## src/hw/rtl/stng_pkg.sv

```systemverilog
// Package for the stereo tilt noise generator.
// Holds the sequencer state type, register map, reset values and the xorshift step.
// No dependencies.
`default_nettype none

package stng_pkg;

  // Default sample width (signed fixed point, full scale +-1)
  localparam int unsigned SampleBits = 24;

  // Register map: byte address bit 2 selects the word, byte offset is ignored
  localparam logic RegColour = 1'b0;
  localparam logic RegCoef   = 1'b1;

  localparam logic [16:0] ColourReset = 17'd32768;
  localparam logic [15:0] CoefReset   = 16'd10923;
  localparam logic [31:0] NoiseReset  = 32'd1;

  // Input commands
  localparam logic CmdSample = 1'b0;
  localparam logic CmdLoad   = 1'b1;

  // Sequencer states
  typedef enum logic [2:0] {
    ST_IDLE,
    ST_FILT_MUL,
    ST_FILT_UPD,
    ST_TILT_MUL,
    ST_TILT_UPD,
    ST_DONE
  } seq_state_e;

  // One xorshift32 step (shifts 13, 17, 5)
  function automatic logic [31:0] xorshift32(input logic [31:0] s);
    logic [31:0] r;
    r = s ^ (s << 13);
    r = r ^ (r >> 17);
    r = r ^ (r << 5);
    return r;
  endfunction

endpackage

`default_nettype wire

```

## src/hw/rtl/stereo_tilt_noise_generator.sv

```systemverilog
// Stereo tilt noise generator top level: sequencer, shared multiplier, APB registers.
// Depends on stng_pkg.
`default_nettype none

// Stereo colored-noise source. A sample command (cmd_i = 0) draws two xorshift32
// values (left first), runs each through its own one-pole low-pass and mixes white,
// low-passed and high-passed noise per the colour register; one stereo result follows.
// A sample command is accepted, then runs four passes of the single shared
// multiplier (filter then tilt, left then right), each followed by a
// round/add/saturate step, then the output load. The input stalls
// during that work. A load command (cmd_i = 1) reloads the generator from seed_i,
// clears both filters in the accept cycle and gives no result. A result waiting on
// the output does not block the next transfer in. colour at byte 0, filter_coef at
// byte 4; write configuration only while idle.
module stereo_tilt_noise_generator #(
  parameter int unsigned SAMPLE_BITS = stng_pkg::SampleBits
) (
  input  wire logic                          clk_i,
  input  wire logic                          rst_ni,
  // input channel
  input  wire logic                          in_valid_i,
  output logic                               in_stall_o,
  input  wire logic                          cmd_i,
  input  wire logic [31:0]                   seed_i,
  // output channel
  output logic                               out_valid_o,
  input  wire logic                          out_stall_i,
  output logic signed [SAMPLE_BITS-1:0]      left_sample_o,
  output logic signed [SAMPLE_BITS-1:0]      right_sample_o,
  // configuration port
  input  wire logic                          psel,
  input  wire logic                          penable,
  input  wire logic                          pwrite,
  input  wire logic [2:0]                    paddr,
  input  wire logic [31:0]                   pwdata,
  output logic [31:0]                        prdata,
  output logic                               pready
);

  localparam int unsigned SB = SAMPLE_BITS;
  localparam int unsigned PW = SB + 19;   // 18-bit signed factor times SB+1 difference
  localparam int unsigned AW = SB + 3;    // rounded product and sums
  localparam logic signed [PW-1:0] RoundHalf = PW'(32768);
  localparam logic signed [AW-1:0] SatMax = AW'((64'd1 << (SB - 1)) - 64'd1);
  localparam logic signed [AW-1:0] SatMin = -SatMax - AW'(1);

  // Saturate a widened sum to the sample range
  function automatic logic signed [SB-1:0] sat(input logic signed [AW-1:0] v);
    logic signed [SB-1:0] r;
    if (v > SatMax) begin
      r = SatMax[SB-1:0];
    end else if (v < SatMin) begin
      r = SatMin[SB-1:0];
    end else begin
      r = v[SB-1:0];
    end
    return r;
  endfunction

  // Registers
  stng_pkg::seq_state_e state_q, state_d;
  logic [16:0]              colour_q;
  logic [15:0]              coef_q;
  logic [31:0]              noise_q;
  logic signed [SB-1:0]     lp_l_q, lp_r_q;
  logic signed [SB-1:0]     x_l_q, x_r_q;
  logic signed [SB-1:0]     y_l_q, y_r_q;
  logic signed [PW-1:0]     prod_q;
  logic                     ch_q;
  logic                     out_valid_q;
  logic signed [SB-1:0]     out_l_q, out_r_q;

  // Handshakes
  logic in_xfer, cfg_wr, out_free;
  assign in_xfer  = in_valid_i && !in_stall_o;
  assign cfg_wr   = psel && penable && pwrite && pready;
  assign out_free = !out_valid_q || !out_stall_i;

  // Draws for the next sample
  logic [31:0] draw_l, draw_r;
  assign draw_l = stng_pkg::xorshift32(noise_q);
  assign draw_r = stng_pkg::xorshift32(draw_l);

  // Tilt factors: dark_sel picks which one of dark and bright is used
  logic        dark_sel;
  logic [16:0] dark_val, bright_val;
  assign dark_sel   = !colour_q[16] && !colour_q[15];
  assign dark_val   = 17'd65536 - {1'b0, colour_q[14:0], 1'b0};
  assign bright_val = colour_q[16] ? 17'd65536 : {1'b0, colour_q[14:0], 1'b0};

  // Current channel operands
  logic signed [SB-1:0] x_cur, lp_cur;
  assign x_cur  = ch_q ? x_r_q : x_l_q;
  assign lp_cur = ch_q ? lp_r_q : lp_l_q;

  // Next state
  always_comb begin
    state_d = state_q;
    case (state_q)
      stng_pkg::ST_IDLE: begin
        if (in_xfer && (cmd_i == stng_pkg::CmdSample)) state_d = stng_pkg::ST_FILT_MUL;
      end
      stng_pkg::ST_FILT_MUL: state_d = stng_pkg::ST_FILT_UPD;
      stng_pkg::ST_FILT_UPD: state_d = stng_pkg::ST_TILT_MUL;
      stng_pkg::ST_TILT_MUL: state_d = stng_pkg::ST_TILT_UPD;
      stng_pkg::ST_TILT_UPD: state_d = ch_q ? stng_pkg::ST_DONE : stng_pkg::ST_FILT_MUL;
      stng_pkg::ST_DONE: begin
        if (out_free) state_d = stng_pkg::ST_IDLE;
      end
      default: state_d = stng_pkg::ST_IDLE;
    endcase
  end

  // Datapath selects: shared multiplier and shared adder
  logic [16:0]          mul_a;
  logic signed [SB:0]   mul_b;
  logic signed [AW-1:0] add_a, add_b;
  always_comb begin
    in_stall_o = (state_q != stng_pkg::ST_IDLE);
    if (state_q == stng_pkg::ST_TILT_MUL) begin
      mul_a = dark_sel ? dark_val : bright_val;
      mul_b = dark_sel ? ((SB+1)'(lp_cur) - (SB+1)'(x_cur)) : (SB+1)'(lp_cur);
    end else begin
      mul_a = {1'b0, coef_q};
      mul_b = (SB+1)'(x_cur) - (SB+1)'(lp_cur);
    end
    add_a = (state_q == stng_pkg::ST_FILT_UPD) ? AW'(lp_cur) : AW'(x_cur);
    add_b = '0;
  end

  // Product, rounding half up, and the update sum
  logic signed [PW-1:0] prod_d, rsum;
  logic signed [AW-1:0] rnd, upd_sum;
  logic signed [SB-1:0] upd_val;
  assign prod_d  = $signed({1'b0, mul_a}) * mul_b;
  assign rsum    = prod_q + RoundHalf;
  assign rnd     = rsum[PW-1:16];
  assign upd_sum = ((state_q == stng_pkg::ST_TILT_UPD) && !dark_sel)
                   ? add_a + add_b - rnd : add_a + add_b + rnd;
  assign upd_val = sat(upd_sum);

  // Configuration registers
  always_ff @(posedge clk_i or negedge rst_ni) begin
    if (!rst_ni) begin
      colour_q <= stng_pkg::ColourReset;
      coef_q   <= stng_pkg::CoefReset;
    end else if (cfg_wr) begin
      if (paddr[2] == stng_pkg::RegColour) colour_q <= pwdata[16:0];
      else                                 coef_q   <= pwdata[15:0];
    end
  end

  // Read back; byte offset bits do not take part in the decode
  always_comb begin
    pready = 1'b1;
    prdata = (paddr[2] == stng_pkg::RegColour) ? {15'd0, colour_q} : {16'd0, coef_q};
  end

  // Sequencer and generator state
  always_ff @(posedge clk_i or negedge rst_ni) begin
    if (!rst_ni) begin
      state_q <= stng_pkg::ST_IDLE;
      noise_q <= stng_pkg::NoiseReset;
      lp_l_q  <= '0;
      lp_r_q  <= '0;
      ch_q    <= 1'b0;
    end else begin
      state_q <= state_d;
      case (state_q)
        stng_pkg::ST_IDLE: begin
          ch_q <= 1'b0;
          if (in_xfer) begin
            if (cmd_i == stng_pkg::CmdLoad) begin
              noise_q <= seed_i;
              lp_l_q  <= '0;
              lp_r_q  <= '0;
            end else begin
              noise_q <= draw_r;
            end
          end
        end
        stng_pkg::ST_FILT_UPD: begin
          if (ch_q) lp_r_q <= upd_val;
          else      lp_l_q <= upd_val;
        end
        stng_pkg::ST_TILT_UPD: ch_q <= 1'b1;
        default: ;
      endcase
    end
  end

  // Payload registers
  always_ff @(posedge clk_i) begin
    if (state_q == stng_pkg::ST_IDLE) begin
      x_l_q <= $signed(draw_l[31 -: SB]);
      x_r_q <= $signed(draw_r[31 -: SB]);
    end
    if (state_q inside {stng_pkg::ST_FILT_MUL, stng_pkg::ST_TILT_MUL}) begin
      prod_q <= prod_d;
    end
    if (state_q == stng_pkg::ST_TILT_UPD) begin
      if (ch_q) y_r_q <= upd_val;
      else      y_l_q <= upd_val;
    end
    if ((state_q == stng_pkg::ST_DONE) && out_free) begin
      out_l_q <= y_l_q;
      out_r_q <= y_r_q;
    end
  end

  // Output register
  always_ff @(posedge clk_i or negedge rst_ni) begin
    if (!rst_ni) begin
      out_valid_q <= 1'b0;
    end else if ((state_q == stng_pkg::ST_DONE) && out_free) begin
      out_valid_q <= 1'b1;
    end else if (!out_stall_i) begin
      out_valid_q <= 1'b0;
    end
  end

  assign out_valid_o    = out_valid_q;
  assign left_sample_o  = out_l_q;
  assign right_sample_o = out_r_q;

`ifndef SYNTHESIS
  // A sample transfer keeps the input stalled while the sequencer works
  a_sample_busy: assert property (@(posedge clk_i) disable iff (!rst_ni)
    in_xfer && (cmd_i == stng_pkg::CmdSample) |=> in_stall_o)
    else $error("sample transfer did not start the sequencer");

  // A load transfer reseeds and clears both filters at once
  a_load_clear: assert property (@(posedge clk_i) disable iff (!rst_ni)
    in_xfer && (cmd_i == stng_pkg::CmdLoad) |=>
      (lp_l_q == '0) && (lp_r_q == '0) && (noise_q == $past(seed_i)) && !in_stall_o)
    else $error("load transfer did not reseed and clear filters");

  // Finishing a sample always presents a result
  a_done_out: assert property (@(posedge clk_i) disable iff (!rst_ni)
    (state_q == stng_pkg::ST_DONE) && out_free |=> out_valid_o)
    else $error("finished sample not presented");

  // Right channel is only worked on after left
  a_chan_order: assert property (@(posedge clk_i) disable iff (!rst_ni)
    (state_q == stng_pkg::ST_FILT_MUL) && ch_q |-> $past(state_q == stng_pkg::ST_TILT_UPD))
    else $error("right channel started out of order");
`endif

endmodule

`default_nettype wire
```

## config.mk

```make
export PLATFORM = sky130hd
export DESIGN_NAME = stereo_tilt_noise_generator
export DESIGN_NICKNAME = d
export VERILOG_FILES = /design/src/hw/rtl/stng_pkg.sv /design/src/hw/rtl/stereo_tilt_noise_generator.sv
export SDC_FILE = /design/constraint.sdc
export NUM_CORES = 2
export LEC_CHECK = 0
export CAP_MARGIN = 20
export CORE_MARGIN = 10
export CORE_UTILIZATION = 65
export CTS_CLUSTER_DIAMETER = 200
export CTS_CLUSTER_SIZE = 25
export DETAILED_ROUTE_END_ITERATION = 7
export DONT_BUFFER_PORTS = 1
export GPL_ROUTABILITY_DRIVEN = 0
export GPL_TIMING_DRIVEN = 0
export MAX_ROUTING_LAYER = met4
export PLACE_DENSITY_LB_ADDON = 0.2
export RECOVER_POWER = 25
export SLEW_MARGIN = 20
export SYNTH_ARGS = -nofsm -noshare
export SYNTH_HDL_FRONTEND = slang
export SYNTH_SLANG_ARGS = --single-unit
```

## constraint.sdc

```tcl
create_clock -name clk_i -period 12.2 [get_ports clk_i]
set_clock_uncertainty 0.1 [all_clocks]
set_input_delay 1.22 -clock clk_i [delete_from_list [all_inputs] [get_ports clk_i]]
set_output_delay 1.22 -clock clk_i [all_outputs]
set_load 0.03 [all_outputs]
```

==> results_tabular.tex <==
\begin{tabular}{lr}
\hline
Metric & Value \\
\hline
\multicolumn{2}{l}{\textbf{Outcome}} \\
\quad Outcome & finished, violations left \\
\quad Failing checks & design-rule violations \\
\multicolumn{2}{l}{\textbf{Synth}} \\
\quad Sequential area share after synthesis & 24.49\% \\
\quad Share of synthesized flip-flops with an asynchronous set or reset & 40.69\% \\
\quad Post-Synthesis Mean Instance Area & between 9 and 10 µm² \\
\quad Area of the mapped netlist & 0.03320 mm² \\
\quad Post-synth top flop & sky130\_fd\_sc\_hd\_\_edfxtp\_1 \\
\quad Number of synthesis warnings & 0 \\
\quad Gate count of the mapped netlist & around 3,500 \\
\quad Number of storage elements in the synthesis netlist & 290 \\
\quad Netlist cell types & 87 \\
\quad EDFF count, synth & 172 \\
\multicolumn{2}{l}{\textbf{Floorplan}} \\
\quad Die span in y & 246.0 µm \\
\quad Die Area & 0.06052 mm² \\
\quad Starting density of the core & 65.91\% \\
\quad Die X-Extent & 246.0 µm \\
\quad Area of the core region & 0.05038 mm² \\
\quad IO Pins & 158 \\
\quad Count of standard-cell rows & 82 \\
\multicolumn{2}{l}{\textbf{Final layout}} \\
\quad Synthesis-to-layout area growth & 4.733\% \\
\quad Most used cells in the layout excluding fill and tap cells & sky130\_fd\_sc\_hd\_\_inv\_1, sky130\_fd\_sc\_hd\_\_fa\_1, sky130\_fd\_sc\_hd\_\_nand2\_1 \\
\quad Final standard cell utilization of the core & 69.03\% \\
\quad Net total in the final layout & 4,204 \\
\quad Most common library cell in the layout ignoring fill and taps & sky130\_fd\_sc\_hd\_\_inv\_1 \\
\quad Fraction of final layout cells sized beyond drive strength 1 & about 6\% \\
\quad Number of fill cells in the layout & 3,794 \\
\multicolumn{2}{l}{\textbf{Clock tree}} \\
\quad Maximum clock path buffer count & 3 \\
\quad Hold-fix buffers, CTS & 0 \\
\quad Clock insertion delay at the later pin of the skew report & 540 ps \\
\quad CTS clk-pin slew, worst paths & 110 ps \\
\quad Number of sinks on the clock net & 290 \\
\quad Clock buffer count from CTS & 15 \\
\quad H-tree Lvls & 1 \\
\quad Root buf cell & sky130\_fd\_sc\_hd\_\_clkbuf\_16 \\
\quad CTS tree & built \\
\multicolumn{2}{l}{\textbf{Critical path}} \\
\quad Worst path arrival time & 12,100 ps \\
\quad Kind of critical path & reg2reg \\
\quad Library cell contributing the largest single delay on the critical path & sky130\_fd\_sc\_hd\_\_fa\_1 \\
\quad Kind of start point of the critical path & flop \\
\quad R2r startpoint & ch\_q\$\_DFFE\_PN0P\_ \\
\quad Worst-path maximum fanout & 10 \\
\quad Worst path max stage delay & a little under 600 ps \\
\quad Start point of the critical path & ch\_q\$\_DFFE\_PN0P\_ \\
\quad Crit-path most repeated cell & sky130\_fd\_sc\_hd\_\_fa\_1 \\
\quad Critical Path Sink Type & flop \\
\quad Required time of the worst setup path & 12,380 ps \\
\multicolumn{2}{l}{\textbf{Timing}} \\
\quad Number of hold-slack violations in the final timing report & 0 \\
\quad Ratio of final minimum period to clock period & 97.71\% \\
\quad Max-slew violation count & 0 \\
\quad Count of final setup violators & 0 \\
\quad Unrepaired setup endpoints after global routing & false \\
\quad Time the worst path needs with I/O delays and setup & 11,920 ps \\
\quad Max-slew headroom at the worst pin & 15.39\% \\
\quad Highest clock rate & 0.08389 GHz \\
\quad Transition time at the pin with the least slew margin & 1261 ps \\
\multicolumn{2}{l}{\textbf{Worst hold path}} \\
\quad Path class of the lowest-slack min-delay path & in2async \\
\multicolumn{2}{l}{\textbf{Global route}} \\
\quad First-pass GRT wire length & 154.5 mm \\
\quad Number of global-route vias before repair & around 28,000 \\
\quad Initial antenna violation count & 1 \\
\quad Total global routing track utilization & 33.71\% \\
\quad Global route overflow & 0 \\
\quad Pin count of the biggest net entering global routing & 119 \\
\multicolumn{2}{l}{\textbf{Routing}} \\
\quad Wire length reported by the detailed router & 98.39 mm \\
\quad Via count & 26,751 \\
\quad DRT iter0 DRCs & 3,244 \\
\quad Number of optimization iterations in the first detailed-route pass & 8 \\
\quad Antenna-violating nets left & 0 \\
\quad Via count normalized by instance count & 6.345 \\
\quad Residual DRC count & 2 \\
\quad WL per Instance & 23.34 µm \\
\multicolumn{2}{l}{\textbf{Run}} \\
\quad \# Max-Cap Violations & 0 \\
\multicolumn{2}{l}{\textbf{Placed design}} \\
\quad Placed wire-length estimate after detailed placement & 79.95 mm \\
\quad Count of input and output buffers & 0 \\
\hline
\end{tabular}
[what timing repair did]
action | CTS | global route
setup endpoints to repair | 28 | 16
gates resized for setup | 14 | 24
pin swaps | 0 | 1
setup buffers | 0 | 2
[worst max-delay path, delay by kind of cell (launching register included)]
family | cells | cell delay (ps)
AND/OR/NAND/NOR | 7 | 1750
XOR/XNOR | 1 | 90
buffers and inverters | 10 | 2310
adder cells (fa/ha/maj) | 8 | 3800
multiplexers | 1 | 470
flip-flops | 1 | 540
AO/OA/AOI/OAI | 11 | 2530
[metrics by stage]
stage | hold WS [ps] | setup TNS (ps) | setup WS [ps] | area, µm² | cells
detailed placement | 304.5 | -17350 | -1139 | 34240 | 4193
finish | 296.6 | 0 | 279.8 | 34770 | 4216
CTS | 266.3 | 0 | 99.88 | 34720 | 4219
global placement | 300.8 | -15990 | -1190 | 34100 | 4188
floorplan | 300.3 | 0 | 1736 | 33250 | 3516
global route | 273.7 | 0 | 73.43 | 34770 | 4216
[metal layers]
| layer | track usage [%] | routed length [µm] |
|---|---|---|
| met1 | 40.76 | 35480 |
| met2 | 51.57 | 44130 |
| met3 | 8.267 | 11700 |
| met4 | 18.42 | 7067 |
| met5 | - | 0 |
[final timing paths]
kind	to	slack, ps	depth (start not counted)
setup reg to reg	prod_q[42]$_DFFE_PP_	280	38
hold / removal	noise_q[22]$_DFFE_PN0P_	300	0
hold reg to reg	left_sample_o[16]$_DFFE_PP_	320	0
setup / recovery	prod_q[42]$_DFFE_PP_	280	38
max in group asynchronous	noise_q[0]$_DFFE_PN1P_	11480	0
min in group clk_i	left_sample_o[16]$_DFFE_PP_	320	0
[cell families after synthesis]
| group | Yosys count | synth area share, % |
|---|---|---|
| and+or+nand+nor | 897 | 12.23 |
| buffers and inverters | 753 | 8.863 |
| AOI/OAI and AO/OA | 602 | 12.28 |
| adders and majority gates | 595 | 31.85 |
| DFF | 290 | 24.49 |
| xor gates and xnor gates | 252 | 6.693 |
| muxes | 111 | 3.573 |
| other | 2 | 0.02262 |
[final cells by class]
class	count	area, µm²	share of cell area [%]
antenna	1	2.502	0.007196
buffer	181	814.5	2.342
clock buffer	24	409.1	1.177
clock inverter	2	20.02	0.05757
inverter	566	2125	6.110
multi-input combinational	2473	22350	64.26
sequential	290	8132	23.38
tap	672	840.8	2.418
timing repair buffer	7	85.08	0.2447
[state kept, by name, summed over array words and instances (netlist names), 17 cells and up]
signal          flops
prod_q             28
y_l_q              24
lp_l_q             24
left_sample_o      24
colour_q           17
y_r_q              24
x_r_q              24
x_l_q              24
right_sample_o     24
noise_q            32
lp_r_q             24
[cell usage after synthesis (31+ instances only)]
master	count	area (µm²)
sky130_fd_sc_hd__inv_1	565	2121
sky130_fd_sc_hd__fa_1	417	8348
sky130_fd_sc_hd__nand2_1	355	1333
sky130_fd_sc_hd__nor2_1	253	949.7
sky130_fd_sc_hd__ha_1	178	2227
sky130_fd_sc_hd__xnor2_1	174	1524
sky130_fd_sc_hd__edfxtp_1	172	5165
sky130_fd_sc_hd__a21oi_1	166	830.8
sky130_fd_sc_hd__clkbuf_1	143	536.8
sky130_fd_sc_hd__dfrtp_1	108	2703
sky130_fd_sc_hd__o21ai_0	95	475.5
sky130_fd_sc_hd__xor2_1	77	674.4
sky130_fd_sc_hd__and2_1	74	462.9
sky130_fd_sc_hd__a21o_1	68	510.5
sky130_fd_sc_hd__mux2_2	60	675.7
sky130_fd_sc_hd__a221o_1	54	540.5
sky130_fd_sc_hd__mux2i_1	51	510.5
sky130_fd_sc_hd__nor3_1	44	220.2
sky130_fd_sc_hd__nand3_1	38	190.2
sky130_fd_sc_hd__o21a_1	32	240.2
sky130_fd_sc_hd__nand2b_1	31	193.9
Power is left out: the tool's default activity adds up to more than one toggle a clock period on the data nets, which glitch-free logic cannot reach.
